<file path="config.mk">
export PLATFORM = sky130hd
export DESIGN_NAME = lfra_ctrl
export DESIGN_NICKNAME = d
export VERILOG_FILES = /design/src/lowest_free_room_allocator_macros.svh /design/src/lfra_pkg.sv /design/src/lfra_ctrl.sv
export SDC_FILE = /design/constraint.sdc
export NUM_CORES = 1
export LEC_CHECK = 0
export BUFFER_PORTS_ARGS = -buffer_cell sky130_fd_sc_hd__buf_2
export CORE_AREA = 2 2 39 41
export CTS_BUF_LIST = sky130_fd_sc_hd__clkbuf_8
export CTS_CLUSTER_SIZE = 12
export DETAILED_ROUTE_END_ITERATION = 6
export DIE_AREA = 0 0 41 43
export GPL_ROUTABILITY_DRIVEN = 0
export PLACE_DENSITY = 0.4
export SYNTH_ARGS = -nofsm -noshare
export SYNTH_HDL_FRONTEND = slang
export SYNTH_SLANG_ARGS = --single-unit
export TNS_END_PERCENT = 5
</file>
<file path="constraint.sdc">
create_clock -name clk -period 1 [get_ports clk]
set_clock_uncertainty 0.1 [all_clocks]
set_input_delay 0.15 -clock clk [delete_from_list [all_inputs] [get_ports clk]]
set_output_delay 0.15 -clock clk [all_outputs]
set_load 0.05 [all_outputs]
</file>
<file path="src/lowest_free_room_allocator_macros.svh">
// Assertion macros for the lowest free room allocator.
`ifndef LOWEST_FREE_ROOM_ALLOCATOR_MACROS_SVH
`define LOWEST_FREE_ROOM_ALLOCATOR_MACROS_SVH

`ifndef SYNTH
`define LFRA_ASSERT_IMPL(name, clk, rst_n, ante, cons, msg) \
    name: assert property (@(posedge clk) disable iff (!rst_n) (ante) |-> (cons)) \
        else $error(msg);
`define LFRA_ASSERT_NEXT(name, clk, rst_n, ante, cons, msg) \
    name: assert property (@(posedge clk) disable iff (!rst_n) (ante) |=> (cons)) \
        else $error(msg);
`else
`define LFRA_ASSERT_IMPL(name, clk, rst_n, ante, cons, msg)
`define LFRA_ASSERT_NEXT(name, clk, rst_n, ante, cons, msg)
`endif

`endif

</file>
<file path="src/lfra_pkg.sv">
// Shared types and constants of the lowest free room allocator.
package lfra_pkg;

    localparam int ROOM_W   = 10;
    localparam int STATUS_W = 2;
    localparam int NEEDED_W = 11;
    localparam int GUEST_W  = 10;
    localparam int CFG_W    = 11;

    localparam logic [CFG_W-1:0] CFG_RESET = 11'd1024;

    localparam logic ACT_ARRIVE = 1'b0;
    localparam logic ACT_LEAVE  = 1'b1;

    localparam logic [STATUS_W-1:0] STAT_OK       = 2'd0;
    localparam logic [STATUS_W-1:0] STAT_NO_ROOM  = 2'd1;
    localparam logic [STATUS_W-1:0] STAT_NOT_HELD = 2'd2;

    typedef enum logic [1:0] {
        ST_CLEAR,
        ST_IDLE,
        ST_LOOK,
        ST_FREE
    } state_t;

    typedef struct packed {
        logic clear_step;
        logic take;
        logic look;
        logic free;
        logic load_out;
    } dp_cmd_t;

    typedef struct packed {
        logic clear_last;
        logic need_free;
    } dp_stat_t;

endpackage

</file>
<file path="src/lfra_ctrl.sv">
// Controller state machine that sequences each item through the datapath.
module lfra_ctrl (
    input  logic              clk,
    input  logic              rst_n,
    input  logic              evt_valid,
    output logic              evt_ready,
    output logic              res_valid,
    input  logic              res_ready,
    input  lfra_pkg::dp_stat_t stat,
    output lfra_pkg::dp_cmd_t  cmd
);
    import lfra_pkg::*;

    state_t state_reg;
    state_t state_next;
    logic   out_valid_reg;
    logic   out_valid_next;
    logic   slot_free;

    assign slot_free = !out_valid_reg || res_ready;

    always_ff @(posedge clk or negedge rst_n)
    begin
        if (!rst_n)
        begin
            state_reg     <= ST_CLEAR;
            out_valid_reg <= 1'b0;
        end
        else
        begin
            state_reg     <= state_next;
            out_valid_reg <= out_valid_next;
        end
    end

    always_comb
    begin
        state_next = state_reg;
        case (state_reg)
            ST_CLEAR:
            begin
                if (stat.clear_last)
                begin
                    state_next = ST_IDLE;
                end
            end
            ST_IDLE:
            begin
                if (evt_valid)
                begin
                    state_next = ST_LOOK;
                end
            end
            ST_LOOK:
            begin
                if (stat.need_free)
                begin
                    state_next = ST_FREE;
                end
                else if (slot_free)
                begin
                    state_next = ST_IDLE;
                end
            end
            ST_FREE:
            begin
                if (slot_free)
                begin
                    state_next = ST_IDLE;
                end
            end
            default:
            begin
                state_next = ST_IDLE;
            end
        endcase
    end

    always_comb
    begin
        cmd        = '0;
        evt_ready  = 1'b0;
        case (state_reg)
            ST_CLEAR:
            begin
                cmd.clear_step = 1'b1;
            end
            ST_IDLE:
            begin
                evt_ready = 1'b1;
                cmd.take  = evt_valid;
            end
            ST_LOOK:
            begin
                cmd.look     = stat.need_free || slot_free;
                cmd.load_out = !stat.need_free && slot_free;
            end
            ST_FREE:
            begin
                cmd.free     = slot_free;
                cmd.load_out = slot_free;
            end
            default:
            begin
                cmd = '0;
            end
        endcase
    end

    always_comb
    begin
        out_valid_next = out_valid_reg;
        if (cmd.load_out)
        begin
            out_valid_next = 1'b1;
        end
        else if (res_ready)
        begin
            out_valid_next = 1'b0;
        end
    end

    assign res_valid = out_valid_reg;

endmodule

</file>
==> impl_metrics.py, run 1 <==
metrics = {
    "timing": {
        "setup_viol": 10,
        "fmaxAchievable_mhz": 738.6,
        "slew_headroom_pct": 82.83,
        "drv_slew": 0,
        "finalWorstSetupSlack_ns": -0.3540,
        "whs_ns": 0.1581,
        "worst_pin_slew_ns": 0.2556,
        "finalHoldViolations": 0,
        "rsz0062_at_grt": "true",
        "post-route-period-util_pct": 135.4,
        "finalCriticalPeriod_ns": 1.354,
    },
    "global_route": {
        "antenna_found_initial": 0,
        "track_usage_pct": 7.243,
        "grt_overflow": 0,
        "grt_pass1_wl_microns": 765,
        "first_global_vias": 202,
        "grt_max_degree": 7,
    },
    "place": {
        "dpl-instance-area_sq_um": 307.8,
        "post-place-cells": 52,
        "hpwl_microns": 391.9,
        "port_buffers": 12,
    },
    "yosys": {
        "ys_ff_latch": 3,
        "synth_mux_area_share_pct": 0,
        "yosysSeqAreaShare_pct": 42.55,
        "synth-simple-area-share_pct": 39.01,
        "yosysWarnings": 0,
        "synth_cells": 22,
        "synth_top_family_by_area": "simple AND/OR/NAND/NOR gates",
        "syn-cell-area_sq_um": 176.4,
        "synth-compound-area-share_pct": 9.929,
        "post_synth_fa_ha_maj_area_fraction_pct": 0,
        "synth_xor_area_share_pct": 0,
        "synth_cell_types": 14,
        "avgSynthCellArea_sq_um": 8.019,
        "synth_fp_nets": 28,
    },
    "setup_path": {
        "crit_family": "flip-flops",
        "worstSetupPathType": "flop to output pin",
        "path_cells": "nor2b_4, and2_4, buf_8",
        "cp_slowest_cell": "dfrtp_2",
        "critical_path_buf_inv_count": 1,
        "cp.arrival_ns": 1.10,
        "cp-start-kind": "flop",
        "worstSetupEndpointType": "output pin",
        "crit_fanout": 6,
        "reg2reg_from": "res_valid",
        "rr_worst_depth": 4,
        "max_stage_delay_ns": 0.44,
        "worstPathRequired_ns": 0.75,
        "reg2reg_slack_ns": -0.18,
        "regToRegEndpoint": "state_reg[0]",
    },
    "route": {
        "ant_nets": 0,
        "drt_iter0_drc": 3,
        "wl_per_cell_microns": 8.881,
        "vias": 225,
        "drc": 0,
        "first_pass_iters": 4,
        "totalWireLength_microns": 524,
        "via_per_inst": 3.814,
    },
    "min_path": {
        "hold_class": "input pin to asynchronous set/reset pin",
    },
    "layout": {
        "antenna_cells": 0,
        "fin_cells": 59,
        "fin_util_pct": 31.83,
        "final_cell_area_sq_um": 440.4,
        "areaGrowthSynthToFinish_pct": 149.6,
        "nets": 50,
        "largest_register_ffs": 2,
        "drive_gt1_share_pct": 79.07,
    },
    "floorplanning": {
        "dieArea_sq_mm": 0.001763,
        "dieHeight_microns": 43,
        "io_pins": 13,
        "core_area_sq_mm": 0.001384,
        "rows": 14,
        "start_util_pct": 12.75,
        "die_x_microns": 41,
    },
    "status": {
        "violations": "setup timing",
        "status": "complete, but fails checks",
    },
    "clocking": {
        "cts-root-buf": "clkbuf_8",
        "clkTransAtPathRegs_ns": 0.03,
        "cts_tree": "built",
        "cts_max_level": 1,
        "clock_latency_ns": 0.22,
        "clk_path_buf_depth": 2,
        "clock_sinks": 3,
        "cts_made_buffers": 3,
    },
    "run": {
        "drv_cap": 0,
    },
}
-- cells by family after synthesis --
group | count (synthesis)
AOI/OAI and AO/OA | 3
and+or+nand+nor | 13
buffers and inverters | 3
DFF | 3
-- routing by layer --
layer | vias up | GRT usage [%] | share of wire [%]
met4 | 0 | 6.000 | 0
met3 | 0 | 4.712 | 9.2
met5 | - | 0 | 0
met2 | 12 | 8.438 | 50
met1 | 98 | 8.738 | 40
li1 | 115 | - | -
-- stage by stage --
step                      worst slack [ns]  TNS, ns
after floorplan                    -0.3863   -2.305
after global placement             -0.2371   -1.468
after detailed placement           -0.2433   -1.386
after global routing               -0.3995   -2.805
final                              -0.3540   -2.300
after CTS                          -0.3484   -2.302
-- synthesized netlist by cell type --
master,number,share of area [%]
a21o_1,1,4.3
and2_4,1,5.0
and3_2,1,4.3
buf_4,1,4.3
dfrtp_1,3,43
inv_1,2,4.3
nand2_1,1,2.1
nand2b_1,1,3.5
nor2_1,4,8.5
nor2b_1,1,3.5
nor3_1,3,8.5
nor4_1,1,3.5
o21ai_0,1,2.8
o21ai_1,1,2.8
-- layout by cell type (no fill, tap or decap) --
cell type / count
nand2_1: 1
inv_1: 2
a21o_1: 1
nor2_2: 2
and2_4: 1
nor3_1: 1
o21ai_1: 2
clkbuf_8: 3
inv_2: 1
dfrtp_2: 3
buf_8: 1
buf_4: 4
buf_2: 6
nand2b_4: 1
nor3_4: 1
nor2_4: 1
nor3_2: 1
nor2b_4: 1
buf_6: 6
nor4_2: 1
dlygate4sd3_1: 1
and3_2: 1
nor2_1: 1
-- repair_timing --
item,in CTS,in global routing
hold buffers,1,0
endpoints found under the setup margin,9,10
gates resized for setup,19,2
endpoints found under the hold margin,3,0
pin swaps,3,2
setup buffers,1,1
-- cell type report --
type | count | area, sq um
fill | 146 | 943.4
timing repair buffer | 18 | 152.6
multi-input combinational | 16 | 136.4
sequential | 3 | 78.83
clock buffer | 3 | 41.29
tap | 16 | 20.02
inverter | 2 | 7.507
clock inverter | 1 | 3.754
-- worst max path at each step --
| stage | start | to | slack [ns] | depth (start not counted) |
|---|---|---|---|---|
| floorplan | res_valid | cmd[2] | -0.39 | 3 |
| global placement | state_reg[0] | cmd[3] | -0.24 | 3 |
| detailed placement | state_reg[0] | cmd[3] | -0.24 | 3 |
| CTS | state_reg[0] | cmd[3] | -0.35 | 3 |
| global route | state_reg[0] | cmd[3] | -0.40 | 3 |
| finish | state_reg[0] | cmd[3] | -0.35 | 3 |
Power of run 1 is left out: the tool's default activity adds up to more than one toggle a clock period on the data nets, which glitch-free logic cannot reach.
==> inputs of run 2 (changes only) <==
--- a/config.mk
+++ b/config.mk
@@ -13,6 +13,7 @@
 export DIE_AREA = 0 0 41 43
 export GPL_ROUTABILITY_DRIVEN = 0
 export PLACE_DENSITY = 0.4
+export REMOVE_ABC_BUFFERS = 1
 export SYNTH_ARGS = -nofsm -noshare
 export SYNTH_HDL_FRONTEND = slang
 export SYNTH_SLANG_ARGS = --single-unit
==> run 2 against run 1 <==
  * Maximum frequency decreased by 0.94%
  * Global-route usage is essentially flat
  * Core utilization shrank 0.090 points
  * Worst setup slack got worse by 0.013 ns
  * Final cell count increased by 3.4%
  * Wire length grew 1.3%
  * Via count stayed put
  * Non-clock buffer count up 2
  * First-iteration DRC count shrank 33%
  * The run still ends with setup timing left
  * Design area decreased by 0.28%
  * Critical path type unchanged
  * Register-to-register slack got worse by 0.02 ns
==> impl_metrics.py, run 2 (synthesis gave the netlist of run 1 again) <==
metrics = {
    "setup_path": {
        "rr_worst_depth": 4,
        "max_stage_delay_ns": 0.43,
        "cp-start-kind": "flop",
        "cp_slowest_cell": "dfrtp_2",
        "worstSetupPathType": "flop to output pin",
        "cp.arrival_ns": 1.12,
        "worstPathRequired_ns": 0.75,
        "reg2reg_from": "state_reg[0]",
        "worstSetupEndpointType": "output pin",
        "path_cells": "buf_6, and3_2, buf_8",
        "regToRegEndpoint": "state_reg[0]",
        "crit_fanout": 5,
        "reg2reg_slack_ns": -0.20,
    },
    "timing": {
        "finalHoldViolations": 0,
        "finalWorstSetupSlack_ns": -0.3668,
        "setup_viol": 10,
        "worst_pin_slew_ns": 0.2436,
        "finalCriticalPeriod_ns": 1.367,
        "fin_tns_setup_ns": -2.440,
        "whs_ns": 0.1320,
        "drv_slew": 0,
        "slew_headroom_pct": 83.61,
        "post-route-period-util_pct": 136.7,
        "fmaxAchievable_mhz": 731.7,
        "rsz0062_at_grt": "true",
    },
    "route": {
        "totalWireLength_microns": 531,
        "drt_iter0_drc": 2,
        "wl_per_cell_microns": 8.705,
        "ant_nets": 0,
        "first_pass_iters": 4,
        "via_per_inst": 3.689,
        "drc": 0,
        "vias": 225,
    },
    "global_route": {
        "use_met2_pct": 8.125,
        "grt_overflow": 0,
        "grt_util_met3_pct": 4.712,
        "track_usage_pct": 7.236,
        "use_met1_pct": 9.032,
        "grt_pass1_wl_microns": 772,
        "first_global_vias": 200,
        "grt_max_degree": 7,
        "top_usage_layer": "met1",
        "antenna_found_initial": 0,
    },
    "place": {
        "port_buffers": 12,
        "hpwl_microns": 393.4,
        "dpl-instance-area_sq_um": 294.0,
    },
    "floorplanning": {
        "rows": 14,
        "start_util_pct": 12.75,
        "io_pins": 13,
        "dieArea_sq_mm": 0.001763,
        "die_x_microns": 41,
        "core_area_sq_mm": 0.001384,
        "dieHeight_microns": 43,
    },
    "clocking": {
        "clk_path_buf_depth": 2,
        "clkTransAtPathRegs_ns": 0.03,
        "cts-root-buf": "clkbuf_8",
        "clock_latency_ns": 0.21,
        "cts_tree": "built",
        "clock_sinks": 3,
        "cts_made_buffers": 3,
        "cts_max_level": 1,
    },
    "min_path": {
        "worst_hold_path.endpoint": "state_reg[0]",
        "min_path_cells": 3,
        "min_from": "stat[1]",
        "hold_class": "input pin to flop",
    },
    "layout": {
        "mostFrequentLayoutCells": "6 x buf_2, 6 x buf_6, 6 x buf_4",
        "antenna_cells": 0,
        "fin_util_pct": 31.74,
        "areaGrowthSynthToFinish_pct": 148.9,
        "nets": 52,
        "final_cell_area_sq_um": 439.2,
        "drive_gt1_share_pct": 75.56,
        "largest_register_ffs": 2,
    },
    "status": {
        "status": "complete, but fails checks",
        "violations": "setup timing",
    },
    "run": {
        "drv_cap": 0,
    },
}
run 2: per-stage QoR:
step | worst slack, ns | cells
6_report | -0.3668 | 61
5_1_grt | -0.4113 | 61
4_1_cts | -0.3718 | 61
3_5_place_dp | -0.2566 | 55
3_3_place_gp | -0.2413 | 55
2_1_floorplan | -1.118 | 21
run 2: how the worst max path moves through the flow:
stage,from,to,slack (ns),cells after the start
finish,state_reg[0],cmd[1],-0.37,3
global placement,state_reg[1],state_reg[0],-0.24,4
global route,res_valid,cmd[2],-0.41,4
floorplan,res_valid,cmd[2],-1.12,3
CTS,res_valid,cmd[2],-0.37,4
detailed placement,state_reg[1],cmd[3],-0.26,3
run 2: layout make-up:
cell class	count	area, sq um
repair buffers	20	167.7
inverters	2	7.507
flip-flops and latches	3	77.57
clock inverters	1	3.754
well taps	16	20.02
fillers	150	944.7
clock buffers	3	41.29
multi-input cells	16	121.4
run 2: worst max-delay path, delay by kind of cell, from the launching register on:
kind          cells  cell delay [ns]
simple gates      1             0.18
flops             1             0.43
buf+inv           2             0.29
run 2: repair_timing:
action	CTS	global route
buffers inserted	1	0
gates cloned	0	0
hold endpoints to repair	3	0
hold buffers	1	0
setup endpoints to repair	10	10
gates resized for setup	17	9
pin swaps	1	3
run 2: routing by layer:
layer  vias up  wire [microns]
met5         -               0
li1        118               -
met3         0              27
met4         0               0
met1        98             241
met2         9             262
Power of run 2 is left out for the same reason.
==> inputs of run 3 (changes only) <==
--- a/config.mk
+++ b/config.mk
@@ -12,7 +12,8 @@
 export DETAILED_ROUTE_END_ITERATION = 6
 export DIE_AREA = 0 0 41 43
 export GPL_ROUTABILITY_DRIVEN = 0
-export PLACE_DENSITY = 0.4
+export GPL_TIMING_DRIVEN = 0
+export PLACE_DENSITY = 0.31
 export REMOVE_ABC_BUFFERS = 1
 export SYNTH_ARGS = -nofsm -noshare
 export SYNTH_HDL_FRONTEND = slang
==> run 3 against run 2 <==
  * The flow still finishes with violations (setup timing)
  * Register-to-register slack barely moved
  * Wire length is 5.6% lower
  * Global-route usage grew 0.49 points
  * Maximum frequency rose by 3.3%
  * Worst setup slack better by 0.044 ns
  * Critical path depth unchanged
  * Design area fell by 9.1%
  * Clock-buffer cell count unchanged
  * Non-clock buffer count decreased by 4
==> impl_metrics.py, run 3 (synthesis gave the netlist of run 1 again) <==
metrics = {
    "route": {
        "wl_per_cell_microns": 8.789,
        "first_pass_iters": 3,
        "ant_nets": 0,
        "totalWireLength_microns": 501,
        "drc": 0,
        "drt_iter0_drc": 3,
        "via_per_inst": 3.719,
        "vias": 212,
    },
    "timing": {
        "finalCriticalPeriod_ns": 1.323,
        "slew_headroom_pct": 78.92,
        "finalWorstSetupSlack_ns": -0.3232,
        "drv_slew": 0,
        "finalHoldViolations": 0,
        "worst_pin_slew_ns": 0.3133,
        "fmaxAchievable_mhz": 755.7,
        "setup_viol": 9,
        "rsz0062_at_grt": "true",
        "post-route-period-util_pct": 132.3,
    },
    "place": {
        "port_buffers": 12,
        "dpl-instance-area_sq_um": 249.0,
        "post-place-cells": 49,
    },
    "layout": {
        "drive_gt1_share_pct": 70.73,
        "antenna_cells": 0,
        "fin_cells": 57,
        "final_common_cell": "buf_2",
        "areaGrowthSynthToFinish_pct": 126.2,
        "nets": 48,
        "final_cell_area_sq_um": 399.1,
        "largest_register_ffs": 2,
        "fillers": 149,
        "mostFrequentLayoutCells": "6 x buf_2, 4 x buf_6, 4 x buf_4",
        "fin_util_pct": 28.84,
        "multiInputGateArea_sq_um": 118.9,
        "seq_area_sq_um": 77.57,
    },
    "global_route": {
        "grt_overflow": 0,
        "track_usage_pct": 7.723,
        "first_global_vias": 204,
        "grt_max_degree": 8,
        "antenna_found_initial": 0,
        "grt_pass1_wl_microns": 876,
    },
    "floorplanning": {
        "die_x_microns": 41,
        "start_util_pct": 12.75,
        "dieArea_sq_mm": 0.001763,
        "rows": 14,
        "io_pins": 13,
        "core_area_sq_mm": 0.001384,
        "dieHeight_microns": 43,
    },
    "setup_path": {
        "worstSetupEndpointType": "output pin",
        "worstSetupPathType": "flop to output pin",
        "worstPathRequired_ns": 0.75,
        "cp-start-kind": "flop",
        "rr_worst_depth": 4,
        "cp.arrival_ns": 1.07,
        "crit_fanout": 6,
    },
    "run": {
        "drv_cap": 0,
    },
    "clocking": {
        "clk_path_buf_depth": 2,
        "cts_max_level": 1,
        "clock_latency_ns": 0.22,
        "cts_tree": "built",
        "clkTransAtPathRegs_ns": 0.03,
        "clock_sinks": 3,
        "cts-root-buf": "clkbuf_8",
        "cts_made_buffers": 3,
    },
    "min_path": {
        "hold_class": "input pin to asynchronous set/reset pin",
    },
    "status": {
        "status": "complete, but fails checks",
        "violations": "setup timing",
    },
}
run 3: cell types whose count changed in the layout (fill, tap and decap cells not counted), sizes merged:
cell  delta
buf      -4
run 3: what timing repair did:
action,4_1_cts,5_1_grt
hold buffers,1,0
endpoints found under the setup margin,9,9
gates resized for setup,19,3
setup buffers,3,0
endpoints found under the hold margin,3,0
pin swaps,2,1
run 3: path summary, 6_finish.rpt:
check                             start      endpoint  slack, ns
min reg2reg                   res_valid     res_valid       0.48
max                        state_reg[1]        cmd[3]      -0.32
min in group clk              res_ready     res_valid       0.16
max in group asynchronous         rst_n  state_reg[0]       0.53
min                               rst_n     res_valid       0.16
max reg2reg                state_reg[0]  state_reg[1]      -0.21
run 3: cell type report:
class,instances,area share [%]
Clock buffer,3,10.34
Clock inverter,1,0.9404
Timing Repair Buffer,16,32.60
Sequential cell,3,19.44
Tap cell,16,5.016
Inverter,2,1.881
Multi-Input combinational cell,16,29.78
run 3: layer usage:
metal | GRT usage [%] | share of wire [%] | vias up
met3 | 4.712 | 11 | 0
met4 | 4.000 | 0 | 0
met5 | 0 | 0 | -
met2 | 9.688 | 47 | 11
li1 | - | - | 109
met1 | 9.936 | 42 | 92
run 3: stage by stage:
stage / TNS, ns / setup WS [ns] / hold slack, ns
after floorplan: -5.615 / -1.118 / -0.2456
after global placement: -1.510 / -0.3042 / -0.1547
after detailed placement: -1.483 / -0.2971 / -0.1517
after CTS: -2.269 / -0.3334 / 0.1506
after global routing: -2.594 / -0.3810 / 0.1788
final: -2.152 / -0.3232 / 0.1565
run 3: critical path: stages, from the launching register on:
cell	delay [ns]
dfrtp_2	0.45
nor2b_4	0.12
and2_4	0.15
buf_8	0.14
Power of run 3 is left out for the same reason.
